$ cat src/sv/stq_pkg.sv
// ----------------------------------------------------------------------------
// stq_pkg
// shared types, constants and combine helpers for the segment tree query core
// ----------------------------------------------------------------------------
package stq_pkg;

	localparam int LEAVES        = 1024;
	localparam int LEAF_BITS     = $clog2(LEAVES);
	localparam int NODES         = 2 * LEAVES;
	localparam int NODE_BITS     = LEAF_BITS + 1;
	localparam int EXT_BITS      = NODE_BITS + 1;
	localparam int VALUE_BITS    = 32;
	localparam int SIZE_BITS     = 11;
	localparam int OP_BITS       = 2;
	localparam int CFG_IDX_BITS  = 2;
	localparam int CFG_DATA_BITS = 11;

	// request opcodes
	localparam logic [OP_BITS-1:0] OP_SET   = 2'd0;
	localparam logic [OP_BITS-1:0] OP_GET   = 2'd1;
	localparam logic [OP_BITS-1:0] OP_QUERY = 2'd2;

	// configuration register indexes
	localparam logic [CFG_IDX_BITS-1:0] CFG_COMBINE_MODE = 2'd0;
	localparam logic [CFG_IDX_BITS-1:0] CFG_USED_SIZE    = 2'd1;

	typedef logic signed [VALUE_BITS-1:0] value_t;
	typedef logic [NODE_BITS-1:0] node_t;

	typedef struct packed {
		logic [OP_BITS-1:0] op;
		logic [9:0]         position;
		logic signed [31:0] value;
		logic [9:0]         range_left;
		logic [10:0]        range_right;
	} stq_req_t;

	typedef struct packed {
		logic signed [31:0] result_value;
		logic               bad_request;
	} stq_rsp_t;

	// controller to datapath
	typedef struct packed {
		logic capture;
		logic clr_start;
		logic clr_wr;
		logic set_leaf;
		logic set_up;
		logic get_rd;
		logic qry_step;
		logic res_get;
		logic res_acc;
		logic out_load;
	} stq_cmd_t;

	// datapath to controller
	typedef struct packed {
		logic op_set;
		logic op_get;
		logic op_qry;
		logic bad;
		logic clr_done;
		logic up_done;
		logic qry_done;
		logic pipe_idle;
		logic out_free;
	} stq_sts_t;

	localparam value_t VALUE_MAX = {1'b0, {(VALUE_BITS-1){1'b1}}};
	localparam value_t VALUE_MIN = {1'b1, {(VALUE_BITS-1){1'b0}}};

	// mode 0 is min, mode 1 is max
	function automatic value_t stq_identity(input logic mode);
		return mode ? VALUE_MIN : VALUE_MAX;
	endfunction

	function automatic value_t stq_combine(input logic mode, input value_t a, input value_t b);
		logic a_gt;
		a_gt = (a > b);
		if (mode)
			return a_gt ? a : b;
		return a_gt ? b : a;
	endfunction

endpackage

$ cat src/sv/stq_ctrl.sv
// ----------------------------------------------------------------------------
// stq_ctrl
// sequencer for clearing sweep, point set/get and range query
// ----------------------------------------------------------------------------
module stq_ctrl import stq_pkg::*; (
	input  logic     clk,
	input  logic     arst_n,
	input  logic     cfg_valid,
	input  logic     cfg_wr,
	input  logic     req_valid,
	input  stq_sts_t sts,
	output logic     req_ready,
	output stq_cmd_t cmd
);

	typedef enum logic [8:0] {
		ST_CLEAR = 9'b000000001,
		ST_IDLE  = 9'b000000010,
		ST_LEAF  = 9'b000000100,
		ST_UP    = 9'b000001000,
		ST_GET   = 9'b000010000,
		ST_GETD  = 9'b000100000,
		ST_QRY   = 9'b001000000,
		ST_QDRN  = 9'b010000000,
		ST_RESP  = 9'b100000000
	} state_t;

	state_t state_q;
	state_t state_d;

	always_comb begin
		cmd       = '0;
		state_d   = state_q;
		req_ready = (state_q == ST_IDLE) && !cfg_valid;
		if (cfg_wr) begin
			cmd.clr_start = 1'b1;
			state_d       = ST_CLEAR;
		end else begin
			case (state_q)
				ST_CLEAR: begin
					cmd.clr_wr = 1'b1;
					if (sts.clr_done)
						state_d = ST_IDLE;
				end
				ST_IDLE: begin
					if (req_valid && req_ready) begin
						cmd.capture = 1'b1;
						if (sts.op_set || sts.op_get || sts.op_qry) begin
							if (sts.bad)
								state_d = ST_RESP;
							else if (sts.op_set)
								state_d = ST_LEAF;
							else if (sts.op_get)
								state_d = ST_GET;
							else
								state_d = ST_QRY;
						end
					end
				end
				ST_LEAF: begin
					cmd.set_leaf = 1'b1;
					state_d      = ST_UP;
				end
				ST_UP: begin
					cmd.set_up = 1'b1;
					if (sts.up_done)
						state_d = ST_IDLE;
				end
				ST_GET: begin
					cmd.get_rd = 1'b1;
					state_d    = ST_GETD;
				end
				ST_GETD: begin
					cmd.res_get = 1'b1;
					state_d     = ST_RESP;
				end
				ST_QRY: begin
					cmd.qry_step = 1'b1;
					if (sts.qry_done)
						state_d = ST_QDRN;
				end
				ST_QDRN: begin
					if (sts.pipe_idle) begin
						cmd.res_acc = 1'b1;
						state_d     = ST_RESP;
					end
				end
				ST_RESP: begin
					if (sts.out_free) begin
						cmd.out_load = 1'b1;
						state_d      = ST_IDLE;
					end
				end
				default: begin
					state_d = ST_IDLE;
				end
			endcase
		end
	end

	always_ff @(posedge clk or negedge arst_n) begin
		if (!arst_n)
			state_q <= ST_CLEAR;
		else
			state_q <= state_d;
	end

endmodule
$ cat config.mk
export PLATFORM = sky130hd
export DESIGN_NAME = stq_ctrl
export DESIGN_NICKNAME = d
export VERILOG_FILES = /design/src/sv/stq_pkg.sv /design/src/sv/stq_ctrl.sv
export SDC_FILE = /design/constraint.sdc
export NUM_CORES = 1
export LEC_CHECK = 0
export BUFFER_PORTS_ARGS = -buffer_cell sky130_fd_sc_hd__buf_2
export CORE_AREA = 4 4 49 51
export CTS_CLUSTER_DIAMETER = 120
export DETAILED_ROUTE_END_ITERATION = 8
export DIE_AREA = 0 0 53 55
export GPL_TIMING_DRIVEN = 0
export SLEW_MARGIN = 20
export SYNTH_ARGS = -nofsm -noshare
export SYNTH_HDL_FRONTEND = slang
export SYNTH_SLANG_ARGS = --single-unit
$ cat constraint.sdc
create_clock -name clk -period 1.75 [get_ports clk]
set_input_delay 0.0875 -clock clk [delete_from_list [all_inputs] [get_ports clk]]
set_output_delay 0.0875 -clock clk [all_outputs]
set_load 0.02 [all_outputs]
==> qor.csv, run 1 <==
stage;metric;value;unit
run_status;outcome;finished, violations left;
run_status;violations;negative setup slack;
layout;fin_util;55.3;%
synth;synth_cell_types;40;
drt;via_per_inst;5.19;
global_routing;grt_start_max_net_pins;11;
timing;setup_viol;4;
pwr;power.leakage;0.489;nW
drt;drt-initial-drc-count;5;
layout;diodes;0;
synth;syn_nets;106;
timing;skew;0.000883;ns
drt;via_count;809;
critical_path;cp_slowest_cell;dfrtp_2;
global_routing;grt_pass1_vias;725;
critical_path;worstPathRequired;1.66;ns
clock_tree;clock-root-buffer;clkbuf_4;
drt;drc;0;
clock_tree;cts_tree;yes;
floorplanning;core;1940;sq um
layout;stdcell_area;1070;sq um
floorplanning;row_count;16;
critical_path;crit_arrival;1.76;ns
global_routing;antenna_found_initial;0;
job;maxCapViolCount;0;
critical_path;critPathMaxFanout;3;
min_path;whs_path_depth;2;
global_routing;grt_pass1_wl;3.22;mm
placement;dpl_cell_area;903;sq um
critical_path;worstRegToRegCells;7;
layout;layout.nets;144;
layout;top_regs;state_q (9);
timing;finalCritPeriodShare;105;%
timing;report.final.slew_viol_count;0;
floorplanning;initial_core_util;38.6;%
min_path;hp-start;sts[7];
floorplanning;io_pins;25;
clock_tree;cts_sinks;9;
synth;synth_flop_cell;dfrtp_1;
placement;port_buffers;24;
placement;gp_congestion;0.855;
synth;synth-warning-count;0;
pwr;powerDensity;487;nW/um^2
floorplanning;fp.dieW;53;um
drt;wl;2.02;mm
floorplanning;die_area;2920;sq um
synth;synthArstFlopShare;100;%
synth;synth.avg_cell_area;8.15;sq um
drt;drt-pass1-iter-count;4;
timing;fin_ws;-0.0937;ns
layout;fill_cells;203;
min_path;hold_class;in2reg;
synth;synth-edff-count;0;
timing;relSlewSlack;80.4;%
timing;fin_crit;1.84;ns
layout;synthToLayoutAreaGrowth;43.2;%
clock_tree;clk_pin_slew;0.06;ns
timing;max_freq;0.542;GHz
drt;ant_nets;0;
clock_tree;cts_inserted_buffers;3;
layout;largest_register;state_q;
placement;dpl.hpwl;1.47;mm
synth;synth.yosys.seq_area_share;30.2;%
timing;hold_viol;0;
global_routing;grt_use_total;15.4;%
min_path;worstHoldEndpoint;state_q[6];
pwr;vdd_drop_max;0.000379;V
timing;worst_pin_slew;0.292;ns
timing;rsz0062_at_grt;yes;
critical_path;worst-r2r-setup-slack;0.12;ns
layout;drive_above_1_share;48.1;%
critical_path;timing.rr.end;state_q[8];
drt;wl_per_cell;12.9;um
clock_tree;cts_buffer_depth;2;
critical_path;crit_path_cell_trace;nor3_4 -> nand2_2 -> or4_4 -> buf_4 -> nor2_4 -> buf_6;
critical_path;r2r_start;state_q[2];
placement;dp_worst_setup_slack;-0.0553;ns
floorplanning;die_y;55;um
critical_path;critPathMaxStageDelay;0.43;ns
synth;synth_area;749;sq um
synth;ys_ff_latch;9;
layout;largest_reg_flops;9;
critical_path;worstSetupPathType;reg2out;
critical_path;endpoint_kind;primary output;
clock_tree;htree_levels;1;
global_routing;grt_overflow;0;
synth;synthCells;92;
clock_tree;insertion_delay;0.25;ns
critical_path;worstSetupStartpointType;flop;
-- synthesized netlist by cell type, drive strengths merged, types with 2 or more instances --
cell type,number,area share (%)
nor3b,6,6.7
buf,5,3.7
nand2b,3,2.5
nand4,4,3.3
dfrtp,8,27
nor3,6,6.8
inv,5,2.5
or4b,2,2.7
o21ai,6,4.5
a21oi,4,2.7
nand2,7,3.8
nor4,3,2.5
nor2,14,7.0
-- layout make-up --
cell class                 instances  area, sq um  share of cell area, %
multi-input combinational         73          517                   48.1
sequential                         9          233                   21.7
timing repair buffer              34          210                   19.6
buffer                             4         35.0                   3.26
tap                               27         33.8                   3.15
clock buffer                       4         26.3                   2.45
inverter                           5         18.8                   1.75
-- per-stage QoR --
stage	hold WS, ns	power (mW)	instances	setup TNS (ns)
finish	0.0362	0.523	156	-0.227
global route	0.0316	0.552	156	-0.584
CTS	0.0332	0.511	153	-0.210
detailed placement	-0.0545	0.343	143	-0.0553
global placement	-0.0550	0.341	143	-0.0361
floorplan	-0.208	0.299	92	0
-- critical path: cells and delay by family (launching register included) --
kind          cells  cell delay (ns)
buf+inv           2             0.27
simple gates      4             0.80
flops             1             0.43
-- per-layer routing --
layer	vias up	part of all wire, %	wire (um)	global-route usage [%]
li1	412	-	-	-
met1	369	50	1020	20.0
met2	22	44	883	24.4
met3	6	3.6	73	2.68
met4	0	2.2	45	8.51
met5	-	0	0	0
-- power by group --
| group | switching (mW) | internal, mW |
|---|---|---|
| combinational | 0.0733 | 0.0657 |
| clock | 0.0671 | 0.0875 |
| sequential | 0.0120 | 0.217 |
-- repair_timing --
| action | CTS | global route |
|---|---|---|
| setup endpoints to repair | 5 | 11 |
| hold buffers | 1 | 0 |
| buffers inserted | 6 | 3 |
| gates resized for setup | 13 | 11 |
| gates cloned | 0 | 0 |
| pin swaps | 4 | 3 |
| endpoints found under the hold margin | 9 | 0 |
-- layout by cell type (no fill, tap or decap), drive strengths merged, types with 2 or more instances in the layout --
cell type | Yosys | routed
a21oi | 4 | 4
buf | 5 | 37
clkbuf | 0 | 4
dfrtp | 8 | 8
inv | 5 | 5
nand2 | 7 | 7
nand2b | 3 | 3
nand4 | 4 | 4
nor2 | 14 | 14
nor3 | 6 | 6
nor3b | 6 | 6
nor4 | 3 | 3
o21ai | 6 | 6
or4b | 2 | 2
-- kinds of logic (layout without fill, tap and decap cells) --
kind of cell	after synthesis	in the layout	synth area share, %
DFF	9	9	30.2
xor gates and xnor gates	2	2	2.34
and+or+nand+nor	54	54	46.1
buffers and inverters	10	47	6.18
AOI/OAI and AO/OA	17	17	15.2
-- worst max path at each step --
stage	cells past startpoint	endpoint	startpoint	slack [ns]
after detailed placement	6	cmd[5]	state_q[7]	-0.06
final	6	cmd[6]	state_q[4]	-0.09
after floorplan	5	cmd[5]	state_q[7]	0.05
after global routing	5	cmd[5]	state_q[4]	-0.15
after global placement	6	cmd[5]	state_q[7]	-0.04
after CTS	5	cmd[5]	state_q[4]	-0.08
Power figures use the tool's default switching activity.
==> run 2: changes to the inputs <==
Settings changed: CORE_AREA 4 4 49 51 to 4 4 47 53, DIE_AREA 0 0 53 55 to 0 0 51 57.
==> run 2 against run 1 <==
The run still ends with negative setup slack left. Critical path type unchanged. Non-clock buffer count rose by 4. Routed wire length is 10% higher. Setup slack got worse by 0.015 ns.
==> qor.csv, run 2 (synthesis results as in run 1) <==
stage;metric;value;unit
floorplanning;initial_core_util;37.9;%
pwr;power.leakage;0.521;nW
timing;skew;0.00353;ns
pwr;finalPower;0.539;mW
timing;fin_crit;1.86;ns
timing;report.final.slew_viol_count;0;
min_path;worstHoldEndpoint;state_q[4];
critical_path;worstPathRequired;1.66;ns
timing;setup_viol;4;
layout;layout_common_cells;19 x buf_2, 18 x buf_4, 10 x nor2_1;
drt;wl_per_cell;13.8;um
global_routing;grt_use_total;15.9;%
layout;fin_cells;161;
min_path;whs_path_depth;2;
pwr;powerDensity;471;nW/um^2
placement;dpl.hpwl;1.45;mm
critical_path;endpoint_kind;primary output;
clock_tree;clk_pin_slew;0.06;ns
clock_tree;cts_sinks;9;
drt;via_per_inst;5.25;
global_routing;grt_pass1_vias;783;
placement;port_buffers;24;
drt;ant_nets;0;
floorplanning;die_y;57;um
placement;dp_cells;144;
floorplanning;die_area;2910;sq um
timing;rsz0062_at_grt;yes;
clock_tree;insertion_delay;0.26;ns
timing;hold_viol;0;
drt;via_count;845;
timing;fin_ws;-0.109;ns
critical_path;worstSetupStartpointType;flop;
floorplanning;fp.dieW;51;um
timing;relSlewSlack;78.8;%
clock_tree;cts_tree;yes;
layout;diodes;0;
critical_path;worstRegToRegCells;7;
critical_path;worstSetupPathType;reg2out;
global_routing;grt_start_max_net_pins;11;
critical_path;r2r_start;state_q[0];
min_path;hold_class;in2reg;
min_path;hp-start;sts[8];
placement;gp_congestion;0.858;
timing;finalCritPeriodShare;106;%
critical_path;timing.rr.end;state_q[7];
critical_path;worst-r2r-setup-slack;0.09;ns
layout;synthToLayoutAreaGrowth;52.8;%
clock_tree;cts_buffer_depth;2;
critical_path;critPathMaxFanout;3;
drt;drt-initial-drc-count;28;
critical_path;crit_arrival;1.77;ns
timing;tns;-0.225;ns
layout;mostFrequentLayoutCell;buf_2;
layout;largest_reg_flops;9;
timing;max_freq;0.538;GHz
clock_tree;clock-root-buffer;clkbuf_4;
layout;drive_above_1_share;53.4;%
layout;top_regs;state_q (9);
critical_path;critPathMaxStageDelay;0.44;ns
critical_path;path_buf_inv;2;
layout;fin_util;57.9;%
clock_tree;htree_levels;1;
layout;fill_cells;184;
critical_path;cp_slowest_cell;or4_4;
drt;drt-pass1-iter-count;4;
job;maxCapViolCount;0;
clock_tree;cts_inserted_buffers;3;
global_routing;grt_pass1_wl;3.57;mm
pwr;vdd_drop_max;0.000302;V
timing;worst_pin_slew;0.315;ns
drt;drc;0;
critical_path;crit_path_cell_trace;nor3_4 -> nand2_2 -> or4_4 -> buf_4 -> nor2_4 -> buf_6;
run_status;violations;negative setup slack;
layout;layout.nets;148;
critical_path;crit_family;simple AND/OR/NAND/NOR gates;
floorplanning;io_pins;25;
drt;wl;2.23;mm
floorplanning;core;1980;sq um
floorplanning;row_count;17;
run_status;outcome;finished, violations left;
global_routing;antenna_found_initial;0;
global_routing;grt_overflow;0;
layout;largest_register;state_q;
## run 2: cell types whose count changed in the layout (fill, tap and decap cells not counted), sizes merged
cell  change
buf       +4
## run 2: metal layers
metal	global-route usage (%)	routed length [um]	vias to the layer above
met3	3.39	152	5
li1	-	-	417
met2	25.0	1100	37
met5	0	0	-
met4	8.85	46	0
met1	20.1	935	386
## run 2: report_power, final
group          internal (mW)  switching (mW)
clock network         0.0876          0.0681
logic                 0.0751          0.0810
registers              0.217          0.0108
total                  0.379           0.160
## run 2: worst max-delay path by stage
stage / start / end / slack, ns / cells after the start
6_report: state_q[4] / cmd[6] / -0.11 / 6
5_1_grt: state_q[4] / cmd[5] / -0.19 / 5
4_1_cts: state_q[4] / cmd[5] / -0.08 / 5
3_5_place_dp: state_q[7] / cmd[5] / -0.04 / 6
3_3_place_gp: state_q[7] / cmd[5] / -0.03 / 6
2_1_floorplan: state_q[7] / cmd[5] / 0.05 / 5
## run 2: layout make-up
class	count	area [sq um]	area share, %
multi-input cells	73	548	47.9
repair buffers	38	251	22.0
flip-flops and latches	9	231	20.2
well taps	28	35.0	3.06
plain buffers	4	33.8	2.95
clock buffers	4	26.3	2.30
inverters	5	18.8	1.64
## run 2: metrics by stage
step                area [sq um]  hold slack (ns)  setup WS [ns]
CTS                         1050           0.0115        -0.0832
finish                      1140           0.0191         -0.109
detailed placement           905          -0.0520        -0.0395
global placement             905          -0.0545        -0.0316
floorplan                    749           -0.208         0.0465
global route                1140          0.00546         -0.188
## run 2: worst register-to-register path: cells and delay by family (launching register included)
kind            cells  cell delay [ns]
buf+inv             3             0.29
compound gates      1             0.13
flops               1             0.40
simple gates        3             0.77
## run 2: what timing repair did
| item | 4_1_cts | 5_1_grt |
|---|---|---|
| resized for setup | 13 | 20 |
| hold endpoints to repair | 9 | 0 |
| setup endpoints to repair | 5 | 13 |
| hold buffers | 1 | 0 |
| pin swaps | 6 | 8 |
| buffers inserted | 10 | 4 |
